===== src/sshd_pkg.sv =====
// Shared constants for the multiplexed three-digit seven-segment scanner.
package sshd_pkg;

  // Default counter width for the per-digit dwell counter.
  localparam int unsigned DWELL_WIDTH_DEF = 16;

  // Width of the dwell configuration register.
  localparam int unsigned CFG_W = 16;

  // Dwell register value after reset.
  localparam logic [CFG_W-1:0] DWELL_RESET = 16'd3;

  // Active-low anode codes: bit2 left, bit1 center, bit0 right.
  localparam logic [2:0] ANODE_LEFT   = 3'b011;
  localparam logic [2:0] ANODE_CENTER = 3'b101;
  localparam logic [2:0] ANODE_RIGHT  = 3'b110;

  // Scan phase codes (index of the lit digit).
  localparam logic [1:0] PHASE_FIRST  = 2'd0;
  localparam logic [1:0] PHASE_SECOND = 2'd1;
  localparam logic [1:0] PHASE_THIRD  = 2'd2;

  // Digits per scan in each mode.
  localparam logic [1:0] DIGITS_HEX = 2'd2;
  localparam logic [1:0] DIGITS_DEC = 2'd3;

  // Active-low segment patterns, bit order DP,C,G,D,B,F,A,E.
  localparam logic [7:0] SEG_TABLE [16] = '{
    8'd160, 8'd183, 8'd196, 8'd133, 8'd147, 8'd137, 8'd136, 8'd177,
    8'd128, 8'd129, 8'd144, 8'd138, 8'd232, 8'd134, 8'd200, 8'd216
  };

endpackage


===== src/seven_segment_hex_dec_scanner.sv =====
// Three-digit multiplexed seven-segment scanner, top level.
// A tick word's segment/anode word is loaded into the result register when the word is accepted.
// Throughput: one tick word per cycle; a single result register splits the two sides,
//   so input is taken whenever that register is empty or being drained in the same cycle.
// Reset: rst_ni (async, active low) clears scan phase, dwell counter, latched byte/mode,
//   sets the dwell register to 3 and empties the result register; no clearing pass.
module seven_segment_hex_dec_scanner #(
  parameter int unsigned DWELL_WIDTH = sshd_pkg::DWELL_WIDTH_DEF
) (
  input  logic                       clk_i,
  input  logic                       rst_ni,
  // configuration: dwell ticks per digit
  input  logic                       cfg_we_i,
  input  logic [sshd_pkg::CFG_W-1:0] cfg_wdata_i,
  // tick words in
  input  logic                       in_valid_i,
  output logic                       in_stall_o,
  input  logic [7:0]                 data_value_i,
  input  logic                       hex_mode_i,
  // display words out
  output logic                       out_valid_o,
  input  logic                       out_stall_i,
  output logic [7:0]                 segment_lines_o,
  output logic [2:0]                 anode_lines_o
);
  import sshd_pkg::*;

  // Compare width wide enough for both the counter and the register.
  localparam int unsigned CMP_W = (DWELL_WIDTH > CFG_W) ? DWELL_WIDTH : CFG_W;

  // ---------------------------------------------------------------------------
  // State
  // ---------------------------------------------------------------------------
  logic [CFG_W-1:0]       dwell_q;
  logic [1:0]             phase_q, phase_d;
  logic [DWELL_WIDTH-1:0] cnt_q, cnt_d;
  logic [7:0]             lat_val_q, lat_val_d;
  logic                   lat_mode_q, lat_mode_d;

  logic                   out_valid_q;
  logic [7:0]             seg_q, seg_d;
  logic [2:0]             anode_q, anode_d;

  logic                   in_fire;
  logic                   out_fire;

  assign out_fire   = out_valid_q && !out_stall_i;
  // Take a new word whenever the result register is empty or frees up this cycle.
  assign in_stall_o = out_valid_q && out_stall_i;
  assign in_fire    = in_valid_i && !in_stall_o;

  // ---------------------------------------------------------------------------
  // Scan step
  // ---------------------------------------------------------------------------
  logic [1:0]             digits_old, digits_new;
  logic                   stray;
  logic [1:0]             phase_eff;
  logic [DWELL_WIDTH-1:0] cnt_eff, cnt_inc;
  logic                   latch;
  logic                   wrap;
  logic [1:0]             phase_inc;

  // decimal split
  logic [1:0]             hund;
  logic [6:0]             rem100;
  logic [14:0]            prod;
  logic [3:0]             tens;
  logic [3:0]             units;
  logic [3:0]             digit;

  always_comb begin
    digits_old = lat_mode_q ? DIGITS_HEX : DIGITS_DEC;
    // A phase past the end of the scan restarts the scan.
    stray      = (phase_q >= digits_old);
    phase_eff  = stray ? PHASE_FIRST : phase_q;
    cnt_eff    = stray ? '0 : cnt_q;

    // Latch byte and mode on the first tick of a scan.
    latch      = (phase_eff == PHASE_FIRST) && (cnt_eff == '0);
    lat_val_d  = latch ? data_value_i : lat_val_q;
    lat_mode_d = latch ? hex_mode_i : lat_mode_q;
    digits_new = lat_mode_d ? DIGITS_HEX : DIGITS_DEC;

    // Hundreds by compare, then tens by reciprocal multiply (205/2048 exact below 100).
    if (lat_val_d >= 8'd200) begin
      hund   = 2'd2;
      rem100 = 7'(lat_val_d - 8'd200);
    end else if (lat_val_d >= 8'd100) begin
      hund   = 2'd1;
      rem100 = 7'(lat_val_d - 8'd100);
    end else begin
      hund   = 2'd0;
      rem100 = lat_val_d[6:0];
    end
    prod  = 15'(rem100) * 15'd205;
    tens  = prod[14:11];
    units = 4'(rem100 - 7'({3'b000, tens} * 7'd10));

    // Select the lit digit and its anode.
    if (lat_mode_d) begin
      if (phase_eff == PHASE_FIRST) begin
        digit   = lat_val_d[7:4];
        anode_d = ANODE_CENTER;
      end else begin
        digit   = lat_val_d[3:0];
        anode_d = ANODE_RIGHT;
      end
    end else begin
      case (phase_eff)
        PHASE_FIRST: begin
          digit   = {2'b00, hund};
          anode_d = ANODE_LEFT;
        end
        PHASE_SECOND: begin
          digit   = tens;
          anode_d = ANODE_CENTER;
        end
        default: begin
          digit   = units;
          anode_d = ANODE_RIGHT;
        end
      endcase
    end
    seg_d = SEG_TABLE[digit];

    // Advance the dwell counter; a zero dwell acts as one, and a dwell past the
    // counter range ends the digit only when the counter wraps.
    cnt_inc   = cnt_eff + 1'b1;
    wrap      = (cnt_inc == '0) || (CMP_W'(cnt_inc) >= CMP_W'(dwell_q));
    phase_inc = phase_eff + 2'd1;
    if (wrap) begin
      cnt_d   = '0;
      phase_d = (phase_inc >= digits_new) ? PHASE_FIRST : phase_inc;
    end else begin
      cnt_d   = cnt_inc;
      phase_d = phase_eff;
    end
  end

  // ---------------------------------------------------------------------------
  // Registers
  // ---------------------------------------------------------------------------
  always_ff @(posedge clk_i or negedge rst_ni) begin
    if (!rst_ni) begin
      dwell_q     <= DWELL_RESET;
      phase_q     <= PHASE_FIRST;
      cnt_q       <= '0;
      lat_val_q   <= '0;
      lat_mode_q  <= 1'b0;
      out_valid_q <= 1'b0;
    end else begin
      if (cfg_we_i) begin
        dwell_q <= cfg_wdata_i;
      end
      if (in_fire) begin
        phase_q    <= phase_d;
        cnt_q      <= cnt_d;
        lat_val_q  <= lat_val_d;
        lat_mode_q <= lat_mode_d;
      end
      // Hold the result while stalled, drop it once taken.
      if (in_fire) begin
        out_valid_q <= 1'b1;
      end else if (out_fire) begin
        out_valid_q <= 1'b0;
      end
    end
  end

  // Payload of the result register: load on accept only.
  always_ff @(posedge clk_i) begin
    if (in_fire) begin
      seg_q   <= seg_d;
      anode_q <= anode_d;
    end
  end

  assign out_valid_o     = out_valid_q;
  assign segment_lines_o = seg_q;
  assign anode_lines_o   = anode_q;

`ifndef SYNTHESIS
  // Exactly one digit is lit in every result word.
  a_one_anode: assert property (@(posedge clk_i) disable iff (!rst_ni)
    out_valid_o |-> ($countones(anode_lines_o) == 2))
    else $error("anode word does not light exactly one digit");

  // An accepted tick always leaves a result waiting in the next cycle.
  a_accept_fills: assert property (@(posedge clk_i) disable iff (!rst_ni)
    in_fire |=> out_valid_q)
    else $error("accepted tick produced no result");

  // Phase never leaves the digit range of the latched mode.
  a_phase_range: assert property (@(posedge clk_i) disable iff (!rst_ni)
    phase_q < digits_old)
    else $error("scan phase outside the digit range");

  // A move to the next digit always restarts the dwell counter.
  a_phase_cnt: assert property (@(posedge clk_i) disable iff (!rst_ni)
    !$stable(phase_q) |-> (cnt_q == '0))
    else $error("digit changed without clearing the dwell counter");
`endif

endmodule

===== config.mk =====
export PLATFORM = sky130hd
export DESIGN_NAME = seven_segment_hex_dec_scanner
export DESIGN_NICKNAME = d
export VERILOG_FILES = /design/src/sshd_pkg.sv /design/src/seven_segment_hex_dec_scanner.sv
export SDC_FILE = /design/constraint.sdc
export NUM_CORES = 1
export LEC_CHECK = 0
export BUFFER_PORTS_ARGS = -buffer_cell sky130_fd_sc_hd__buf_2
export CAP_MARGIN = 20
export CORE_UTILIZATION = 45
export CTS_BUF_LIST = sky130_fd_sc_hd__clkbuf_8
export DETAILED_ROUTE_END_ITERATION = 7
export HOLD_SLACK_MARGIN = 0.12
export MAX_ROUTING_LAYER = met4
export PLACE_DENSITY = 0.66
export SYNTH_ARGS = -nofsm -noshare
export SYNTH_HDL_FRONTEND = slang
export SYNTH_SLANG_ARGS = --single-unit

===== constraint.sdc =====
create_clock -name clk_i -period 9.95 [get_ports clk_i]
set_input_delay 1.99 -clock clk_i [delete_from_list [all_inputs] [get_ports clk_i]]
set_output_delay 1.99 -clock clk_i [all_outputs]
set_load 0.02 [all_outputs]

==> results of run 1 <==
[synthesized netlist by cell type, drive strengths merged, types with 4 or more instances]
cell and n:
nand2 88, ha 61, inv 51, o21ai 51, dfrtp 42, nor2 27
a21oi 17, mux2i 15, nand3 15, xnor2 13, xor2 13, buf 12
clkbuf 12, edfxtp 10, fa 9, nand4 9, nand2b 8, and3 7
o31ai 7, a21o 5, nor2b 5, nor3 5, o211ai 5, o22ai 5
a211o 4, nor3b 4, nor4 4, or3 4
[logic make-up after synthesis]
group                    Yosys count  share of synthesized area [%]
AO/OA/AOI/OAI                    120                           16.7
XOR/XNOR                          26                           4.88
adder cells (fa/ha/maj)           70                           19.6
buffers and inverters             77                           6.96
flip-flops                        54                           29.2
multiplexers                      16                           3.35
other                              1                         0.0779
AND/OR/NAND/NOR                  189                           19.3
[worst max-delay path, delay by kind of cell, from the launching register on]
family | cells | cell delay, ps
mux | 1 | 580
flops | 1 | 380
compound gates | 11 | 3110
simple gates | 3 | 520
buf+inv | 5 | 540
xor+xnor | 1 | 200
fa+ha+maj | 8 | 3270
[metal layers]
metal / share of wire (%) / vias up / GRT usage (%)
li1: - / 1983 / -
met1: 45 / 1880 / 25.6
met2: 50 / 80 / 35.5
met3: 3.3 / 12 / 2.60
met4: 1.2 / 0 / 5.53
met5: 0 / - / -
[state kept, by name, indices dropped and copies added, names as in the netlist]
name and count:
cnt_q 16, dwell_q 16, lat_val_q 8, segment_lines_o 7, anode_lines_o 3, phase_q 2, lat_mode_q 1, out_valid_o 1
[final cells by class]
type | instances | area, sq um | share of cell area, %
timing repair buffer | 43 | 240 | 4.62
clock buffer | 5 | 68.8 | 1.32
multi-input combinational | 422 | 3080 | 59.1
tap | 136 | 170 | 3.27
clock inverter | 3 | 47.5 | 0.914
sequential | 54 | 1400 | 27.0
inverter | 52 | 195 | 3.75
[through the flow]
| step | hold slack [ps] | cells |
|---|---|---|
| 2_1_floorplan | 471 | 553 |
| 3_3_place_gp | 488 | 706 |
| 3_5_place_dp | 503 | 706 |
| 4_1_cts | 527 | 714 |
| 5_1_grt | 555 | 715 |
| 6_report | 521 | 715 |
[path summary, 6_finish.rpt]
path / startpoint / cells after the start / slack, ps / to
setup / recovery: lat_mode_q / 29 / 1150 / segment_lines_o[6]
hold / removal: dwell_q[1] / 2 / 520 / dwell_q[1]
setup reg to reg: lat_mode_q / 29 / 1150 / segment_lines_o[6]
hold reg to reg: dwell_q[1] / 2 / 520 / dwell_q[1]
max in group asynchronous: rst_ni / 2 / 7750 / dwell_q[1]
min in group asynchronous: rst_ni / 1 / 1630 / dwell_q[8]
==> reports/results.txt, run 1 <==
The first detailed-routing pass ran for 5 iterations. The clock-pin slew reported for the worst setup and hold paths after clock tree synthesis was 110 ps. By area the synthesized netlist is led by sky130_fd_sc_hd__dfrtp_1 (22%), sky130_fd_sc_hd__ha_1 (16%), sky130_fd_sc_hd__nand2_1 (6.9%). The post-synth design cell area came out at 4820 sq um. Max-cap violations in this run came to 0.

The H-tree was split into 2 levels. The part of the Yosys area used for sequential elements was 29.2%. Cells fill 50.2% of the core in the end.

The period utilization was 88.4%; the total cell area at the placement stage was 5060 sq um. The net count of the finished layout is 678. The total wirelength of the detailed-routed design is 10600 um. For this configuration, the core starts out at a cell density of 46.4%. The overall routing resource usage was 20.7%. Summed over all failing endpoints, the final setup total negative slack is 0 ps. In the final routed layout, each cell accounts on average for 14.8 um. The initial antenna violation count was 0; the final worst clock skew was 13.0 ps.

The critical path launch point type is a flop. Yosys mapped a number of flops with a built-in enable equal to 10. For this run, design rule violations remaining after detail routing come to 0. The insertion delay of the later-clocked pin in the worst-skew pair came out at 320 ps. Synthesis inferred 54 register bits. In this run the remaining antenna-violating nets after routing total 0. The core box area was 10400 sq um; the final global-route overflow total was 0.

The highest net fanout along the worst path was 16; the share of flip-flops with an asynchronous set or reset after synthesis was 81.5%. The maximum cell stage delay along the critical path was 660 ps; the post-layout instance area was 5200 sq um. Total via count in the routed design: 3955.

TritonCTS built the clock tree. The fraction of post-synthesis cell area in the top cell type by area works out to 21.8%. The tools report the wire length of the first global-routing pass as 18100 um.

The die covers 11100 sq um. Setup violations remaining at the end of the flow were counted as 0. The number of antenna diodes in the final layout is 0. The number of nets in the synthesized netlist is 653. Data on the critical path is required at its endpoint by 10100 ps. The library cell used most frequently in the layout, excluding fill and tap cells, is sky130_fd_sc_hd__nand2_1. The die is 105 um wide. The kind of critical path was flop to flop. Prior to clock tree synthesis, the placed netlist has a worst setup slack of 1030 ps.

In the layout the commonest cells are sky130_fd_sc_hd__nand2_1 (88), sky130_fd_sc_hd__ha_1 (61), sky130_fd_sc_hd__inv_1 (51). In the synthesized netlist, the number of instances is 553. The fraction of layout cells with a size suffix above 1 was 11.7%; the critical path data arrival time was 8950 ps.

Entering global routing, the biggest net connects 45 pins. The total I/O pin count was 43. The logs give 0 for the final-report hold violation count and 1037 for the final-layout fill cell count. Timing would allow up to 114 MHz. Using the TritonRoute via totals, the vias-per-cell ratio works out to 5.53.

The max-slew violation count was 0; the die extent in y was 105 um. For the number of buffers on the longest clock path, the log shows 2. Once the clock tree was built, the setup fixing pass inserted 0 buffers. In this run the mean area of a mapped cell was 8.71 sq um. The worst-path cell with the longest stage delay was sky130_fd_sc_hd__a21oi_1. The run gives 0.885 as the placer congestion estimate. STA classifies the critical path endpoint as a flop. Relative to the synthesized area, the layout overhead comes to 8.03%.

Detailed placement ended at an HPWL of 8070 um. The worst hold path class is flop to flop. In this run the tool buffered the top-level ports with 41 buffer cells. After clock tree synthesis, the repair step resized 0 gates. The via count of the first global-routing pass was 3796. The root buffer cell chosen for the clock tree is sky130_fd_sc_hd__clkbuf_8. The tools report the worst slew slack as a fraction of its limit as 27.3%. Setup repair after global routing left no endpoint under its margin. For this run, the number of Yosys warnings is 0. The floorplan has 37 rows. The flow ran to the end, and the final reports show no timing, DRC or antenna violations. CTS saw 54 sinks. Buffers inserted during clock tree synthesis total 5. The routed design could run at a clock period as short as 8800 ps. In the post-route analysis, the smallest setup slack over all paths is 1150 ps. The slew at the pin closest to its max-slew limit works out to 1060 ps. The cell type with the largest total area after synthesis is sky130_fd_sc_hd__dfrtp_1. The dominant synthesized flop cell was sky130_fd_sc_hd__dfrtp_1.

The number of DRC markers in iteration 0 came out at 220. Buffers inserted to repair hold after CTS numbered 0. The synthesized netlist contains 74 unique library cells.
Power of run 1 is left out: the tool's default activity adds up to more than one toggle a clock period on the data nets, which glitch-free logic cannot reach.
==> inputs of run 2 (changes only) <==
--- a/config.mk
+++ b/config.mk
@@ -7,12 +7,12 @@
 export LEC_CHECK = 0
 export BUFFER_PORTS_ARGS = -buffer_cell sky130_fd_sc_hd__buf_2
 export CAP_MARGIN = 20
-export CORE_UTILIZATION = 45
+export CORE_UTILIZATION = 60
 export CTS_BUF_LIST = sky130_fd_sc_hd__clkbuf_8
 export DETAILED_ROUTE_END_ITERATION = 7
 export HOLD_SLACK_MARGIN = 0.12
 export MAX_ROUTING_LAYER = met4
-export PLACE_DENSITY = 0.66
+export PLACE_DENSITY = 0.83
 export SYNTH_ARGS = -nofsm -noshare
 export SYNTH_HDL_FRONTEND = slang
 export SYNTH_SLANG_ARGS = --single-unit
==> run 2 against run 1 <==
- clock skew fell by 4.5 ps
- largest cell class unchanged
- final cell count is 4.6% lower
- critical endpoint unchanged
- first-iteration DRC count grew 45%
- register-to-register slack worse by 240 ps
- utilization is 16 points higher
- sequential share of layout area rose by 0.28 points
==> reports/results.txt, run 2 (synthesis results as in run 1) <==
The flow ran to the end, and the final reports show no timing, DRC or antenna violations. The total of cells resized after clock tree synthesis came out at 0 (unchanged). The port buffer count was 41 (unchanged); the routed length per instance was 15.8 um (+6.4%). The critical path launch point type is a flop. The fraction of layout cells with a size suffix above 1 came out at 11.9% (+0.15 points).

For the H-tree depth, the log shows 2 (unchanged). The final worst clock skew was 8.47 ps (-4.53 ps). The logs give 4009 (+5.6%) for the via count of the first global-routing pass and 10800 um (+1.5%) for the total wirelength of the detailed-routed design. The die extent in y is 91.6 um (-13%).

The library cell used most frequently in the layout, excluding fill and tap cells, is sky130_fd_sc_hd__nand2_1. The final-report hold violation count came out at 0 (unchanged). The tools report the max-slew violation count as 0 (unchanged).

The clock period minus worst slack is 9040 ps (+239 ps), and the number of clock sinks is 54 (unchanged). For the highest attainable clock frequency, the log shows 111 MHz (-2.6%). The overall routing resource usage was 27.7% (+7.1 points).

The clock buffer count from CTS is 5 (unchanged). By startpoint and endpoint, the worst setup path is classified as flop to flop. The type of destination of the critical path is a flop. The logs give 0 (unchanged) for the number of buffers inserted to repair setup after CTS and 0 (unchanged) for the number of max-capacitance violations reported.

The wire length of the first global-routing pass was 18200 um (+0.68%); the worst slew slack as a fraction of its limit was 43.8% (+16 points). The final sum of negative setup slack was 0 ps (unchanged). The core box area is 7730 sq um (-25%), and the mean number of vias per cell is 5.96 (+7.7%). The critical path required time is 10070 ps (-30 ps), and the maximum cell stage delay along the critical path is 670 ps (about the same). The number of search-and-repair iterations in the first detailed-routing pass was 5 (unchanged).

The cell sitting at the root of the clock tree is a sky130_fd_sc_hd__clkbuf_8. From synthesis to final layout, the design area changed by 6.91%. The top cell types in the final layout, fill and taps aside, are sky130_fd_sc_hd__nand2_1 (88), sky130_fd_sc_hd__ha_1 (61), sky130_fd_sc_hd__inv_1 (51).

The detailed-route DRC error count was 0 (unchanged). The tools report the largest net degree at the start of global routing as 45 (unchanged). Setup repair after global routing left no endpoint under its margin. For the die footprint, the log shows 8390 sq um (-25%). Critical path data arrival time: 9160 ps (+210 ps). Initial standard-cell utilization of the core: 62.3% (+16 points). The tools report the post-detailed-route count of antenna-violating nets as 0 (unchanged). The total inserted antenna cells was 0 (unchanged); the die width was 91.6 um (-13%). The number of buffers on the longest clock path is 2 (unchanged). Worst-path cell with the longest stage delay: sky130_fd_sc_hd__a21oi_1. The total via count in the routed design was 4062 (+2.7%); the post-DP HPWL was 8100 um (+0.39%).

The final layout net count was 679 (+0.15%); the number of DRC markers in iteration 0 was 319 (+45%). The number of placement rows was 32 (-14%); the initial antenna violation count was 0 (unchanged). For the hold buffer count at CTS, the log shows 0 (unchanged). Slew at the pin closest to its max-slew limit: 843 ps (-217 ps). The insertion delay of the later-clocked pin in the worst-skew pair was 310 ps (about the same); the period utilization was 90.8% (+2.4 points). TritonCTS built the clock tree. The placer congestion estimate is 0.923 (+4.3%), and the final global-route overflow total is 0 (unchanged).

The total I/O pin count came out at 43 (unchanged). The final-report setup violation count was 0 (unchanged); the clock-pin slew reported for the worst setup and hold paths after clock tree synthesis was 100 ps (about the same). The largest registers in the layout are cnt_q (16), dwell_q (16), lat_val_q (8). The worst hold path class was flop to flop.

The highest net fanout along the worst path was 16 (unchanged).
## run 2: area by class of cell
class | count | area [sq um]
Inverter | 52 | 195
Fill cell | 645 | 2580
Clock inverter | 1 | 8.76
Timing Repair Buffer | 44 | 240
Multi-Input combinational cell | 422 | 3080
Tap cell | 102 | 128
Clock buffer | 7 | 96.3
Sequential cell | 54 | 1400
## run 2: path summary, 6_finish.rpt
check                      slack [ps]  cells past startpoint                 end         from
hold / removal                    520                      2         out_valid_o  out_valid_o
hold reg to reg                   520                      2         out_valid_o  out_valid_o
setup reg to reg                  910                     29  segment_lines_o[6]   lat_mode_q
max in group asynchronous        7990                      2          dwell_q[0]       rst_ni
setup / recovery                  910                     29  segment_lines_o[6]   lat_mode_q
min in group asynchronous        1460                      1          dwell_q[8]       rst_ni
## run 2: metal layers
metal / vias to the layer above / GRT usage [%] / wire length, um
li1: 1978 / - / -
met1: 1906 / 32.3 / 4370
met2: 143 / 48.8 / 5560
met3: 35 / 3.85 / 573
met4: 0 / 9.66 / 264
met5: - / - / 0
## run 2: per-stage QoR
stage / std cells / worst slack (ps) / util, % / area (sq um) / hold slack, ps
3_3_place_gp: 672 / 1270 / 64.9 / 5020 / 488
4_1_cts: 680 / 1130 / 66.3 / 5120 / 530
2_1_floorplan: 553 / 1750 / - / 4820 / 471
5_1_grt: 682 / 428 / 66.6 / 5150 / 564
6_report: 682 / 912 / 66.6 / 5150 / 522
3_5_place_dp: 672 / 981 / 64.9 / 5020 / 507
## run 2: worst max-delay path, delay by kind of cell (launching register included)
family                     cells  cell delay [ps]
xor gates and xnor gates       1              200
buffers and inverters          5              580
DFF                            1              390
and+or+nand+nor                3              540
muxes                          1              570
AOI/OAI and AO/OA             11             3230
adders and majority gates      8             3350
Power of run 2 is left out for the same reason.
==> inputs of run 3 (changes only) <==
--- a/config.mk
+++ b/config.mk
@@ -12,7 +12,7 @@
 export DETAILED_ROUTE_END_ITERATION = 7
 export HOLD_SLACK_MARGIN = 0.12
 export MAX_ROUTING_LAYER = met4
-export PLACE_DENSITY = 0.83
+export PLACE_DENSITY = 0.87
 export SYNTH_ARGS = -nofsm -noshare
 export SYNTH_HDL_FRONTEND = slang
 export SYNTH_SLANG_ARGS = --single-unit
==> constraint.sdc (replaced) <==
create_clock -name clk_i -period 11.3 [get_ports clk_i]
set_input_delay 2.26 -clock clk_i [delete_from_list [all_inputs] [get_ports clk_i]]
set_output_delay 2.26 -clock clk_i [all_outputs]
set_load 0.02 [all_outputs]
==> run 3 against run 2 <==
- non-clock buffer count decreased by 1
- count of clock-buffer cells in the layout decreased by 2
- via count decreased by 1.7%
- sequential share of layout area increased by 0.16 points
- clock skew increased by 7.2 ps
- global-route usage decreased by 0.072 points
- die area unchanged
- flip-flop and latch count unchanged
- critical path depth decreased by 3
- worst hold slack improved by 1.9 ps
- largest cell class unchanged
==> reports/results.txt, run 3 (synthesis results as in run 1) <==
The run finished with clean final reports. The final global-route overflow total was 0 (unchanged). The area of the multi-input gates is 3080 sq um (unchanged), and the clock-pin slew reported for the worst setup and hold paths after clock tree synthesis is 110 ps (about the same).

The tools report the insertion delay of the later-clocked pin in the worst-skew pair as 320 ps (about the same). In this run the worst hold path is classified as flop to flop. Total via count in the routed design: 3991 (-1.7%).

The initial standard-cell utilization of the core was 62.3% (unchanged); the period utilization was 80.6%. The port buffer count is 41 (unchanged). The highest net fanout along the worst path is 11 (-5), and the mean number of vias per cell is 5.86 (-1.6%). The total of cells resized after clock tree synthesis was 0 (unchanged). In the final layout, the registers with the most flip-flops are cnt_q (16), dwell_q (16), lat_val_q (8).

The worst setup path is captured at a flop. The tools report the final cell utilization of the core as 66.2% (-0.39 points). The most common library cell in the layout ignoring fill and taps was sky130_fd_sc_hd__nand2_1.

The final-report setup violation count was 0 (unchanged); the worst slew slack as a fraction of its limit was 35.8% (-8.0 points). Die extent in y: 91.6 um (unchanged). The run gives 0 (unchanged) as the hold buffer count at CTS. The kind of critical path was primary input to flop. The die width came out at 91.6 um (unchanged). The wire length of the first global-routing pass is 18200 um (unchanged). The post-DP HPWL is 7940 um (-2.0%), and the total cell area at the placement stage is 5020 sq um (unchanged).

Die footprint: 8390 sq um (unchanged). The tools report the via count of the first global-routing pass as 3972 (-0.92%). The library cells used most frequently in the layout, excluding fill and tap cells, are sky130_fd_sc_hd__nand2_1 (88), sky130_fd_sc_hd__ha_1 (61), sky130_fd_sc_hd__inv_1 (51). TritonCTS built the clock tree. Compared with the post-synthesis result, the final layout area differs by 6.29%. The area occupied by registers is 1400 sq um (unchanged), and the total wirelength of the detailed-routed design is 10500 um (-2.9%). The largest net degree at the start of global routing is 45 (unchanged), and the routed length per instance is 15.3 um (-2.8%). The post-layout instance area is 5120 sq um (-0.58%), and the total I/O pin count is 43 (unchanged). The number of clock sinks is 54 (unchanged). The clock buffer count from CTS came out at 5 (unchanged). The run gives 0 (unchanged) as the number of buffers inserted to repair setup after CTS. Max-slew violation count: 0 (unchanged). The number of DRC markers in iteration 0 came out at 283 (-11%). The run gives 15.7 ps (+7.19 ps) as the final worst clock skew.

Setup repair after global routing left no endpoint under its margin. Timing would allow up to 110 MHz. The core box area is 7730 sq um (unchanged), and the number of search-and-repair iterations in the first detailed-routing pass is 5 (unchanged). The critical path required time is 11440 ps (+1370 ps), and the total inserted antenna cells is 0 (unchanged). Root buffer cell: sky130_fd_sc_hd__clkbuf_8. Critical path data arrival time: 9250 ps (+90 ps). The clock period minus worst slack came out at 9110 ps. The final-layout fill cell count was 638 (-1.1%); the final layout net count was 678 (-0.15%). The initial antenna violation count came out at 0 (unchanged).

The H-tree depth is 2 (unchanged), and the overall routing resource usage is 27.7% (-0.072 points). The logs give 0 (unchanged) for the detailed-route DRC error count and 32 (unchanged) for the number of placement rows. Placer congestion estimate: 0.934 (+1.2%). The post-detailed-route count of antenna-violating nets came out at 0 (unchanged).

For the number of max-capacitance violations reported, the log shows 0 (unchanged). For the number of buffers on the longest clock path, the log shows 2 (unchanged). The slew at the pin closest to its max-slew limit works out to 963 ps (+120 ps). The run gives 0 ps (unchanged) as the final sum of negative setup slack.

The run gives 0 (unchanged) as the final-report hold violation count. The fraction of layout cells with a size suffix above 1 came out at 11.7% (-0.15 points). The worst setup path is launched from a primary input.
[run 3: changes by cell type in the layout (fill, tap and decap cells not counted)]
cell and delta:
sky130_fd_sc_hd__clkbuf_8 -2, sky130_fd_sc_hd__clkinv_4 -1, sky130_fd_sc_hd__inv_6 +1, sky130_fd_sc_hd__buf_12 -1, sky130_fd_sc_hd__inv_4 +1, sky130_fd_sc_hd__inv_8 +1
[run 3: per-layer routing]
metal	GRT usage, %	wire (um)
met1	32.4	4490
met3	4.02	371
met2	47.5	5330
met5	-	0
met4	11.4	262
[run 3: worst paths after layout]
kind / from / to / slack (ps) / depth (start not counted)
worst max-delay path: data_value_i[5] / segment_lines_o[6] / 2190 / 26
worst min-delay path: out_valid_o / out_valid_o / 520 / 2
worst max register to register: lat_mode_q / segment_lines_o[6] / 2330 / 29
worst min register to register: out_valid_o / out_valid_o / 520 / 2
max in group asynchronous: rst_ni / cnt_q[13] / 8600 / 1
min in group asynchronous: rst_ni / dwell_q[8] / 2080 / 1
[run 3: stage by stage]
stage	hold slack (ps)	worst slack [ps]	instances
final	524	2190	681
after global routing	579	1570	681
after CTS	529	2220	680
after detailed placement	504	1930	672
after global placement	488	2360	672
after floorplan	471	2830	553
[run 3: area by class of cell]
type	count	area share (%)
multi-input cells	422	60.1
flip-flops and latches	54	27.4
repair buffers	43	4.30
inverters	52	3.81
well taps	102	2.49
clock buffers	5	1.34
clock inverters	3	0.513
[run 3: worst max-delay path, stage by stage]
cell,delay [ps]
sky130_fd_sc_hd__buf_2,130
sky130_fd_sc_hd__nor3_1,220
sky130_fd_sc_hd__nand3b_1,150
sky130_fd_sc_hd__nand2_1,50
sky130_fd_sc_hd__a21oi_1,360
sky130_fd_sc_hd__nand2_1,130
sky130_fd_sc_hd__a222oi_1,490
sky130_fd_sc_hd__ha_1,360
sky130_fd_sc_hd__fa_1,520
sky130_fd_sc_hd__ha_1,310
sky130_fd_sc_hd__inv_1,50
sky130_fd_sc_hd__fa_1,510
sky130_fd_sc_hd__inv_1,40
sky130_fd_sc_hd__ha_1,310
sky130_fd_sc_hd__a21o_1,200
sky130_fd_sc_hd__a41o_1,190
sky130_fd_sc_hd__a21oi_1,130
sky130_fd_sc_hd__o21ai_0,130
sky130_fd_sc_hd__a2111oi_0,600
sky130_fd_sc_hd__xor2_1,200
sky130_fd_sc_hd__fa_1,570
sky130_fd_sc_hd__a22oi_1,80
sky130_fd_sc_hd__a21oi_1,660
sky130_fd_sc_hd__inv_1,200
sky130_fd_sc_hd__a211o_1,310
sky130_fd_sc_hd__o31ai_1,70
Power of run 3 is left out for the same reason.
